`config.mk`:
```
export PLATFORM = sky130hd
export DESIGN_NAME = pi_controller_rk4_thermal_plant
export DESIGN_NICKNAME = d
export VERILOG_FILES = /design/src/sv/pictl_pkg.sv /design/src/sv/pi_controller_rk4_thermal_plant.sv /design/src/sv/pictl_mul.sv
export SDC_FILE = /design/constraint.sdc
export NUM_CORES = 2
export LEC_CHECK = 0
export BUFFER_PORTS_ARGS = -buffer_cell sky130_fd_sc_hd__buf_2
export CAP_MARGIN = 20
export CORE_ASPECT_RATIO = 1.1
export CORE_MARGIN = 1.5
export CORE_UTILIZATION = 25
export DETAILED_ROUTE_END_ITERATION = 16
export PLACE_DENSITY = 0.48
export REMOVE_ABC_BUFFERS = 1
export SETUP_SLACK_MARGIN = 0.4
export SYNTH_ARGS = -nofsm -noshare
export SYNTH_HDL_FRONTEND = slang
export SYNTH_HIERARCHICAL = 1
export SYNTH_SLANG_ARGS = --single-unit
export TNS_END_PERCENT = 100
```
`constraint.sdc`:
```
create_clock -name clock -period 8.5 [get_ports clock]
set_input_delay 1.7 -clock clock [delete_from_list [all_inputs] [get_ports clock]]
set_output_delay 1.7 -clock clock [all_outputs]
set_load 0.05 [all_outputs]
```
`src/sv/pictl_pkg.sv`:
```
// Shared types and constants for the PI controller with thermal plant model.
`default_nettype none

package pictl_pkg;

   // Width of the gain and step registers.
   localparam int GAIN_W = 32;

   // Highest setpoint that is accepted: 120.0 degrees in Q16.16.
   localparam logic signed [31:0] SETPOINT_MAX = 32'sd7864320;

   // Configuration register reset values.
   localparam logic [31:0] PROP_GAIN_RST  = 32'd131072;
   localparam logic [31:0] INT_GAIN_RST   = 32'd21474836;
   localparam logic [31:0] STEP_RST       = 32'd2147484;
   localparam logic [31:0] UPPER_RST      = 32'd7864320;
   localparam logic [31:0] LOWER_RST      = 32'hFF880000;
   localparam logic [31:0] AMBIENT_RST    = 32'd0;

   // Configuration register indexes.
   typedef enum logic [2:0] {
      CSR_PROP_GAIN = 3'd0,
      CSR_INT_GAIN  = 3'd1,
      CSR_STEP      = 3'd2,
      CSR_UPPER     = 3'd3,
      CSR_LOWER     = 3'd4,
      CSR_AMBIENT   = 3'd5
   } csr_index_type;

   // Input beat.
   typedef struct packed {
      logic signed [31:0] setpoint;
      logic               restart;
   } req_type;

   // Result beat.
   typedef struct packed {
      logic signed [31:0] plant_temperature;
      logic signed [31:0] applied_drive;
      logic               setpoint_rejected;
   } rsp_type;

   // Control toward the serial multiplier.
   typedef struct packed {
      logic start;
      logic frac16;
   } mul_ctl_type;

endpackage

`default_nettype wire

```
`src/sv/pi_controller_rk4_thermal_plant.sv`:
```
// Top level: velocity-form PI controller driving an RK4 first-order plant model.
// An accepted beat runs the PI update, six serial products and a serial divide by six, then
// its result is registered; a rejected setpoint goes straight to the result state instead.
// Throughput: one item at a time, with requests stalled until the result is loaded, and
// paced by the bit-serial multiplier (six products) and the bit-serial divide by six.
// Reset: synchronous; registers return to their defaults and the state to zero.
`default_nettype none

module pi_controller_rk4_thermal_plant #(
   parameter int VALUE_WIDTH = 32
) (
   input  wire logic               clock,
   input  wire logic               reset,
   input  wire logic               req_valid,
   output logic                    req_stall,
   input  wire pictl_pkg::req_type req_data,
   output logic                    rsp_valid,
   input  wire logic               rsp_stall,
   output pictl_pkg::rsp_type      rsp_data,
   input  wire logic               csr_valid,
   output logic                    csr_ready,
   input  wire logic [2:0]         csr_index,
   input  wire logic [31:0]        csr_wdata
);
   import pictl_pkg::*;

   localparam int W   = VALUE_WIDTH;
   localparam int XW  = ((W > 32) ? W : 32) + 1;
   localparam int DCW = $clog2(W + 2);

   localparam logic signed [XW-1:0] VMAX_X = {{(XW-W+1){1'b0}}, {(W-1){1'b1}}};
   localparam logic signed [XW-1:0] VMIN_X = {{(XW-W+1){1'b1}}, {(W-1){1'b0}}};
   localparam logic signed [XW-1:0] OMAX_X = {{(XW-31){1'b0}}, {31{1'b1}}};
   localparam logic signed [XW-1:0] OMIN_X = {{(XW-31){1'b1}}, {31{1'b0}}};

   typedef enum logic [8:0] {
      ST_IDLE  = 9'b000000001,
      ST_ERR   = 9'b000000010,
      ST_MGO   = 9'b000000100,
      ST_MWAIT = 9'b000001000,
      ST_CLAMP = 9'b000010000,
      ST_E0    = 9'b000100000,
      ST_DIVGO = 9'b001000000,
      ST_DIV   = 9'b010000000,
      ST_FIN   = 9'b100000000
   } state_type;

   typedef enum logic [2:0] {
      PH_KP = 3'd0,
      PH_KI = 3'd1,
      PH_D1 = 3'd2,
      PH_D2 = 3'd3,
      PH_D3 = 3'd4,
      PH_D4 = 3'd5
   } phase_type;

   // Saturating add and subtract on the value range.
   function automatic logic signed [W-1:0] add_s(input logic signed [W-1:0] a,
                                                 input logic signed [W-1:0] b);
      logic [W:0] s;
      s = {a[W-1], a} + {b[W-1], b};
      if (s[W] != s[W-1]) begin
         return s[W] ? VMIN_X[W-1:0] : VMAX_X[W-1:0];
      end
      return s[W-1:0];
   endfunction

   function automatic logic signed [W-1:0] sub_s(input logic signed [W-1:0] a,
                                                 input logic signed [W-1:0] b);
      logic [W:0] s;
      s = {a[W-1], a} - {b[W-1], b};
      if (s[W] != s[W-1]) begin
         return s[W] ? VMIN_X[W-1:0] : VMAX_X[W-1:0];
      end
      return s[W-1:0];
   endfunction

   // A 32-bit signed field brought into the value range.
   function automatic logic signed [W-1:0] from32(input logic signed [31:0] v);
      logic signed [XW-1:0] x;
      x = XW'(v);
      if (x > VMAX_X) return VMAX_X[W-1:0];
      if (x < VMIN_X) return VMIN_X[W-1:0];
      return x[W-1:0];
   endfunction

   // A value saturated to a 32-bit output field.
   function automatic logic [31:0] to32(input logic signed [W-1:0] v);
      logic signed [XW-1:0] x;
      x = XW'(v);
      if (x > OMAX_X) return OMAX_X[31:0];
      if (x < OMIN_X) return OMIN_X[31:0];
      return x[31:0];
   endfunction

   state_type           state_ff;
   phase_type           phase_ff;
   logic [31:0]         prop_gain_ff, int_gain_ff, step_ff, upper_ff, lower_ff, ambient_ff;
   logic signed [W-1:0] sp_ff, temp_ff, last_ff, drive_ff, err_ff, cand_ff, e0_ff;
   logic signed [W-1:0] dprev_ff, sum_ff;
   logic                reject_ff;
   logic [W:0]          dm_ff;
   logic [2:0]          drem_ff;
   logic                dneg_ff;
   logic [DCW-1:0]      dcnt_ff;
   logic                rsp_valid_ff;
   rsp_type             rsp_data_ff;

   logic                accept;
   logic                reject_in;
   logic signed [W-1:0] sp_in, amb_w, upper_w, lower_w;
   mul_ctl_type         mul_ctl;
   logic signed [W-1:0] mul_a;
   logic [GAIN_W-1:0]   mul_b;
   logic                mul_done;
   logic signed [W-1:0] mul_result;
   logic [3:0]          div_t;
   logic                div_ge;
   logic [W:0]          sum_ext;
   logic signed [W-1:0] quot_s, temp_in;
   logic                out_free;

   assign csr_ready = 1'b1;
   assign req_stall = (state_ff != ST_IDLE);
   assign accept    = req_valid && !req_stall;
   assign rsp_valid = rsp_valid_ff;
   assign rsp_data  = rsp_data_ff;
   assign out_free  = !rsp_valid_ff || !rsp_stall;

   // Register and setpoint values in the working range.
   always_comb begin
      sp_in     = from32(req_data.setpoint);
      reject_in = req_data.setpoint[31] || (req_data.setpoint > SETPOINT_MAX);
      amb_w     = from32(ambient_ff);
      upper_w   = from32(upper_ff);
      lower_w   = from32(lower_ff);
   end

   // Multiplier operands for each product of the tick.
   always_comb begin
      mul_ctl.start  = (state_ff == ST_MGO);
      mul_ctl.frac16 = (phase_ff == PH_KP);
      case (phase_ff)
         PH_KP: begin
            mul_a = sub_s(err_ff, last_ff);
            mul_b = prop_gain_ff;
         end
         PH_KI: begin
            mul_a = err_ff;
            mul_b = int_gain_ff;
         end
         PH_D1: begin
            mul_a = e0_ff;
            mul_b = step_ff;
         end
         PH_D2, PH_D3: begin
            mul_a = sub_s(e0_ff, dprev_ff >>> 1);
            mul_b = step_ff;
         end
         PH_D4: begin
            mul_a = sub_s(e0_ff, dprev_ff);
            mul_b = step_ff;
         end
         default: begin
            mul_a = '0;
            mul_b = '0;
         end
      endcase
   end

   pictl_mul #(
      .W(W)
   ) u_mul (
      .clock  (clock),
      .reset  (reset),
      .ctl    (mul_ctl),
      .op_a   (mul_a),
      .op_b   (mul_b),
      .done   (mul_done),
      .result (mul_result)
   );

   // Restoring divide by six, one quotient bit per cycle.
   always_comb begin
      div_t   = {drem_ff, dm_ff[W]};
      div_ge  = (div_t >= 4'd6);
      sum_ext = {sum_ff[W-1], sum_ff};
      quot_s  = dneg_ff ? -dm_ff[W-1:0] : dm_ff[W-1:0];
      temp_in = add_s(temp_ff, quot_s);
   end

   // Configuration writes.
   always_ff @(posedge clock) begin
      if (reset) begin
         prop_gain_ff <= PROP_GAIN_RST;
         int_gain_ff  <= INT_GAIN_RST;
         step_ff      <= STEP_RST;
         upper_ff     <= UPPER_RST;
         lower_ff     <= LOWER_RST;
         ambient_ff   <= AMBIENT_RST;
      end else if (csr_valid && csr_ready) begin
         case (csr_index)
            CSR_PROP_GAIN: prop_gain_ff <= csr_wdata;
            CSR_INT_GAIN:  int_gain_ff  <= csr_wdata;
            CSR_STEP:      step_ff      <= csr_wdata;
            CSR_UPPER:     upper_ff     <= csr_wdata;
            CSR_LOWER:     lower_ff     <= csr_wdata;
            CSR_AMBIENT:   ambient_ff   <= csr_wdata;
            default: ;
         endcase
      end
   end

   // Tick sequencer.
   always_ff @(posedge clock) begin
      if (reset) begin
         state_ff     <= ST_IDLE;
         phase_ff     <= PH_KP;
         temp_ff      <= '0;
         last_ff      <= '0;
         drive_ff     <= '0;
         rsp_valid_ff <= 1'b0;
         dcnt_ff      <= '0;
      end else begin
         // A result beat taken here is cleared unless a new one is loaded below.
         if (rsp_valid_ff && !rsp_stall && (state_ff != ST_FIN)) begin
            rsp_valid_ff <= 1'b0;
         end
         case (state_ff)
            ST_IDLE: begin
               if (accept) begin
                  sp_ff     <= sp_in;
                  reject_ff <= reject_in;
                  if (!reject_in && req_data.restart) begin
                     temp_ff  <= amb_w;
                     drive_ff <= '0;
                     last_ff  <= sub_s(sp_in, amb_w);
                  end
                  state_ff <= reject_in ? ST_FIN : ST_ERR;
               end
            end
            ST_ERR: begin
               err_ff   <= sub_s(sp_ff, temp_ff);
               phase_ff <= PH_KP;
               state_ff <= ST_MGO;
            end
            ST_MGO: begin
               state_ff <= ST_MWAIT;
            end
            ST_MWAIT: begin
               if (mul_done) begin
                  state_ff <= ST_MGO;
                  case (phase_ff)
                     PH_KP: begin
                        cand_ff  <= add_s(drive_ff, mul_result);
                        phase_ff <= PH_KI;
                     end
                     PH_KI: begin
                        cand_ff  <= add_s(cand_ff, mul_result);
                        state_ff <= ST_CLAMP;
                     end
                     PH_D1: begin
                        dprev_ff <= mul_result;
                        sum_ff   <= mul_result;
                        phase_ff <= PH_D2;
                     end
                     PH_D2: begin
                        dprev_ff <= mul_result;
                        sum_ff   <= add_s(sum_ff, add_s(mul_result, mul_result));
                        phase_ff <= PH_D3;
                     end
                     PH_D3: begin
                        dprev_ff <= mul_result;
                        sum_ff   <= add_s(sum_ff, add_s(mul_result, mul_result));
                        phase_ff <= PH_D4;
                     end
                     PH_D4: begin
                        sum_ff   <= add_s(sum_ff, mul_result);
                        state_ff <= ST_DIVGO;
                     end
                     default: begin
                        state_ff <= ST_IDLE;
                     end
                  endcase
               end
            end
            ST_CLAMP: begin
               // The upper limit is tested first; the upper one wins when both apply.
               if (cand_ff > upper_w) begin
                  cand_ff <= upper_w;
               end else if (cand_ff < lower_w) begin
                  cand_ff <= lower_w;
               end
               state_ff <= ST_E0;
            end
            ST_E0: begin
               e0_ff    <= sub_s(add_s(amb_w, cand_ff), temp_ff);
               phase_ff <= PH_D1;
               state_ff <= ST_MGO;
            end
            ST_DIVGO: begin
               // Negative sums divide the magnitude plus five, giving a floor.
               dneg_ff  <= sum_ff[W-1];
               dm_ff    <= sum_ff[W-1] ? (~sum_ext + (W+1)'(6)) : sum_ext;
               drem_ff  <= '0;
               dcnt_ff  <= '0;
               state_ff <= ST_DIV;
            end
            ST_DIV: begin
               drem_ff <= div_ge ? 3'(div_t - 4'd6) : div_t[2:0];
               dm_ff   <= {dm_ff[W-1:0], div_ge};
               dcnt_ff <= dcnt_ff + 1'b1;
               if (dcnt_ff == DCW'(W)) begin
                  state_ff <= ST_FIN;
               end
            end
            ST_FIN: begin
               if (out_free) begin
                  rsp_valid_ff <= 1'b1;
                  rsp_data_ff.setpoint_rejected <= reject_ff;
                  if (reject_ff) begin
                     rsp_data_ff.plant_temperature <= to32(temp_ff);
                     rsp_data_ff.applied_drive     <= to32(drive_ff);
                  end else begin
                     temp_ff  <= temp_in;
                     drive_ff <= cand_ff;
                     last_ff  <= err_ff;
                     rsp_data_ff.plant_temperature <= to32(temp_in);
                     rsp_data_ff.applied_drive     <= to32(cand_ff);
                  end
                  state_ff <= ST_IDLE;
               end
            end
            default: begin
               state_ff <= ST_IDLE;
            end
         endcase
      end
   end

endmodule

`default_nettype wire

```
`src/sv/pictl_mul.sv`:
```
// Bit-serial signed by unsigned multiplier with floor shift and saturation.
`default_nettype none

module pictl_mul #(
   parameter int W = 32
) (
   input  wire logic                         clock,
   input  wire logic                         reset,
   input  wire pictl_pkg::mul_ctl_type       ctl,
   input  wire logic signed [W-1:0]          op_a,
   input  wire logic [pictl_pkg::GAIN_W-1:0] op_b,
   output logic                              done,
   output logic signed [W-1:0]               result
);
   import pictl_pkg::*;

   localparam int CW = $clog2(GAIN_W);
   localparam int RW = W + 17;

   logic signed [W-1:0]  a_ff;
   logic [GAIN_W-1:0]    b_ff;
   logic [W:0]           hi_ff;
   logic [GAIN_W-1:0]    lo_ff;
   logic [CW-1:0]        cnt_ff;
   logic                 busy_ff;
   logic                 done_ff;
   logic                 frac16_ff;

   logic [W:0]           sum_in;
   logic [W+GAIN_W:0]    full;
   logic [RW-1:0]        shifted;

   // One multiplier bit per cycle: add the operand, then shift right.
   always_comb begin
      sum_in = hi_ff + (b_ff[0] ? {a_ff[W-1], a_ff} : '0);
   end

   always_ff @(posedge clock) begin
      if (reset) begin
         busy_ff <= 1'b0;
         done_ff <= 1'b0;
         cnt_ff  <= '0;
      end else begin
         done_ff <= 1'b0;
         if (ctl.start) begin
            a_ff      <= op_a;
            b_ff      <= op_b;
            hi_ff     <= '0;
            lo_ff     <= '0;
            cnt_ff    <= '0;
            frac16_ff <= ctl.frac16;
            busy_ff   <= 1'b1;
         end else if (busy_ff) begin
            hi_ff  <= {sum_in[W], sum_in[W:1]};
            lo_ff  <= {sum_in[0], lo_ff[GAIN_W-1:1]};
            b_ff   <= {1'b0, b_ff[GAIN_W-1:1]};
            cnt_ff <= cnt_ff + 1'b1;
            if (&cnt_ff) begin
               busy_ff <= 1'b0;
               done_ff <= 1'b1;
            end
         end
      end
   end

   // Floor shift by 16 or 32, then saturate to the value range.
   always_comb begin
      full = {hi_ff, lo_ff};
      if (frac16_ff) begin
         shifted = full[W+GAIN_W:16];
      end else begin
         shifted = {{16{full[W+GAIN_W]}}, full[W+GAIN_W:GAIN_W]};
      end
      if ((&shifted[RW-1:W-1]) || !(|shifted[RW-1:W-1])) begin
         result = shifted[W-1:0];
      end else if (shifted[RW-1]) begin
         result = {1'b1, {(W-1){1'b0}}};
      end else begin
         result = {1'b0, {(W-1){1'b1}}};
      end
   end

   assign done = done_ff;

endmodule

`default_nettype wire

```
==> metrics.csv <==
stage,metric,value,unit
status,status,completed,
job,cap_violations,0,
layout,largest_reg_flops,65,
worst_setup_path,reg2regPathDepth,24,
global_route,grt_antenna_before_repair,17,
floorplanning,die_y,502.6,um
power,p_clk_frac,0.483,
floorplanning,rows,183,
layout,multiInputGateArea,0.03559,mm2
drt,wl,230.0,mm
global_route,grt_pass1_wl,334.0,mm
layout,mostFrequentLayoutCells,"855 x nand2_1, 704 x a21oi_1, 552 x o21ai_0",
worst_setup_path,cp_max_fo,28,
drt,drt-pass1-iter-count,6,
worst_setup_path,r2r-end,e0_ff[2],
layout,utilization,0.2833,
hold_path,hold_depth,2,
layout,area_growth,12.75,%
sta,final.period_utilization,0.8781,
floorplanning,initial_utilization,0.2513,
yosys,synth-seq-area-share,0.3268,
worst_setup_path,critPathArrivalTime,7880,ps
yosys,synth_cell_types,126,
cts,cts_made_buffers,91,
floorplanning,dieArea,0.2298,mm2
drt,ant_nets,0,
sta,tightest_slew,1117,ps
power,cellPowerDensity,135.8,mW/mm2
drt,routedWlPerCell,23.58,um
layout,nets,7287,
sta,hold_viol_final,0,
global_route,grt_max_degree,89,
yosys,yosysWarnings,6,
global_route,grt_pass1_vias,49290,
cts,cts_setup_buffers,0,
cts,cts_tree,built,
yosys,yosys.area_share.simple,0.1659,
worst_setup_path,r2r_setup_slack,1040,ps
worst_setup_path,worstPathRequired,8910,ps
power,seqPwrFrac,0.431,
floorplanning,io_pins,141,
layout,design_area,0.06397,mm2
yosys,synth_seq_cells,722,
placement,postPlaceCellArea,0.06068,mm2
cts,clock_latency,740,ps
yosys,syn_inst,6757,
drt,dr_total_vias,50980,
placement,io_buffers,139,
worst_setup_path,critPathKind,reg -> reg,
yosys,synth-adder-area-share,0.1196,
cts,htreeDepth,3,
sta,setup_viol,0,
hold_path,hold_path_class,reg -> reg,
cts,cts-resized-gates,0,
worst_setup_path,end_kind,register,
worst_setup_path,critPathMaxStageDelay,730,ps
power,combPwrFrac,0.086,
cts,ctsHoldBuffers,0,
global_route,grt-ovfl-total,0,
yosys,synth_area,0.05673,mm2
layout,fill_cells,24170,
sta,fin_worst_skew,41.88,ps
sta,fin_crit,7464,ps
drt,viasPerCell,5.226,
power,power.leakage,24.45,nW
yosys,synth_top_family_by_area,compound AO/OA/AOI/OAI gates,
sta,relSlewSlack,0.2553,
global_route,grt_util_all_layers,0.1935,
power,netSwitchingFraction,0.2594,
yosys,ys_async_sr_fraction,0,
drt,drc,0,
yosys,synth_compound_area_frac,0.2389,
cts,path_clk_slew,60,ps
layout,final_common_cell,nand2_1,
cts,cts_buffer_depth,3,
worst_setup_path,path_cells,ha_1 -> and4_1 -> nand3_1 -> a211o_1 -> a211oi_2 -> a31oi_1 -> o31ai_1 -> a221oi_1 -> xnor2_1 -> nor2_1 -> buf_4 -> a21oi_1 -> ha_1 -> a21oi_1 -> o21ai_0 -> and3_1 -> o21ai_0 -> o211ai_1 -> a31o_2 -> a31o_2 -> a2111oi_2 -> a21oi_2 -> nor2_4 -> o21ai_0,
yosys,synth.mux.area_fraction,0.03549,
power,vdd_drop_max,145.5,uV
yosys,avgSynthCellArea,8.396,um2
worst_setup_path,crit_path_frequent_cell,o21ai_0,
sta,report.final.slew_viol_count,0,
drt,dr.first_iter.drc_count,3927,
yosys,synthFlopType,edfxtp_1,
power,power.switching,2.254,mW
cts,root_buffer,clkbuf_16,
yosys,synthXorXnorAreaFrac,0.06297,
worst_setup_path,worst-path-buf-inv,1,
placement,post-dp-hpwl,181.5,mm
yosys,synth_edf_count,408,
sta,rsz0062_at_grt,no,
floorplanning,dieWidth,457.2,um
sta,fmax,134.0,MHz
floorplanning,core_area,0.2258,mm2
hold_path,worstHoldStart,prop_gain_ff[6],
layout,register_area,0.01854,mm2
worst_setup_path,r2r-start,cand_ff[8],
hold_path,holdPathEnd,prop_gain_ff[6],
worst_setup_path,crit_path_start_kind,register,
cts,cts_sinks,722,
placement,gp_congestion,0.9835,
power,internal_power,6.435,mW
worst_setup_path,cp_slowest_cell,nor2_1,
layout,drive_gt1_frac,0.09395,
worst_setup_path,cp_top_family,compound AO/OA/AOI/OAI gates,
how the worst max path moves through the flow:
| stage | startpoint | to | slack (ps) | cells past startpoint |
|---|---|---|---|---|
| 3_3_place_gp | cand_ff[1] | e0_ff[6] | 1110 | 25 |
| 3_5_place_dp | cand_ff[1] | e0_ff[0] | 1080 | 25 |
| 5_1_grt | cand_ff[1] | e0_ff[2] | 420 | 25 |
| 6_report | cand_ff[8] | e0_ff[2] | 1040 | 24 |
| 4_1_cts | cand_ff[1] | e0_ff[0] | 1030 | 25 |
| 2_1_floorplan | u_mul/frac16_ff | sum_ff[21] | -380 | 18 |
logic make-up after synthesis:
logic type,count (synthesis)
other cells,1
xor+xnor,404
simple gates,1981
mux,190
flops,722
compound gates,2194
fa+ha+maj,543
buf+inv,722
synth_stat cells (all sizes together), types with 69 or more instances:
master  number  area, um2
a211oi      80      620.6
a21o       244       1833
a21oi      729       3660
and2        69      432.9
clkbuf     339       1287
dfxtp      314       6286
edfxtp     408      12250
ha         487       6093
inv        324       1216
mux2        89       1002
mux2i      101       1011
nand2      856       3216
nand2b      85      539.3
nand3      145      725.7
nand4       88      556.8
nor2       331       1265
nor2b       73      456.7
nor3        74      386.6
o21a        71      534.3
o21ai      585       2958
xnor2      242       2146
xor2       162       1426
through the flow:
stage,hold WS (ps),worst slack (ps),power (mW),setup TNS [ps],std cells
3_5_place_dp,445.0,1081,4.558,0,9578
5_1_grt,469.8,424.5,8.987,0,9753
2_1_floorplan,425.0,-377.8,4.274,-11100,6360
4_1_cts,453.3,1028,8.783,0,9748
6_report,453.9,1036,8.689,0,9755
3_3_place_gp,440.4,1110,4.555,0,9575
cell type report:
cell class,count,share of cell area
Antenna cell,4,0.0001565
Clock buffer,127,0.04207
Clock inverter,43,0.008098
Inverter,325,0.01909
Multi-Input combinational cell,5313,0.5563
Sequential cell,722,0.2899
Tap cell,2960,0.05790
Timing Repair Buffer,261,0.02644
power by group through the flow:
| stage | Combinational (mW) | Clock [mW] | Sequential (mW) |
|---|---|---|---|
| global route | 0.810 | 4.43 | 3.75 |
| global placement | 0.735 | 0 | 3.82 |
| floorplan | 0.438 | 0 | 3.84 |
| finish | 0.744 | 4.20 | 3.75 |
| detailed placement | 0.737 | 0 | 3.82 |
| CTS | 0.740 | 4.30 | 3.75 |
metal layers:
| layer | global-route usage | vias to the layer above | routed length, um |
|---|---|---|---|
| li1 | - | 24460 | - |
| met1 | 0.2399 | 24730 | 98160 |
| met2 | 0.3283 | 1408 | 108300 |
| met3 | 0.02464 | 374 | 10510 |
| met4 | 0.09920 | 12 | 12930 |
| met5 | 0 | - | 83 |
tightest hold or removal path: stages, from the launching register on:
cell     delay (ps)
dfxtp_1         310
nand2_1          50
a21oi_1          50
No activity file was read; power rests on OpenSTA's default activity.
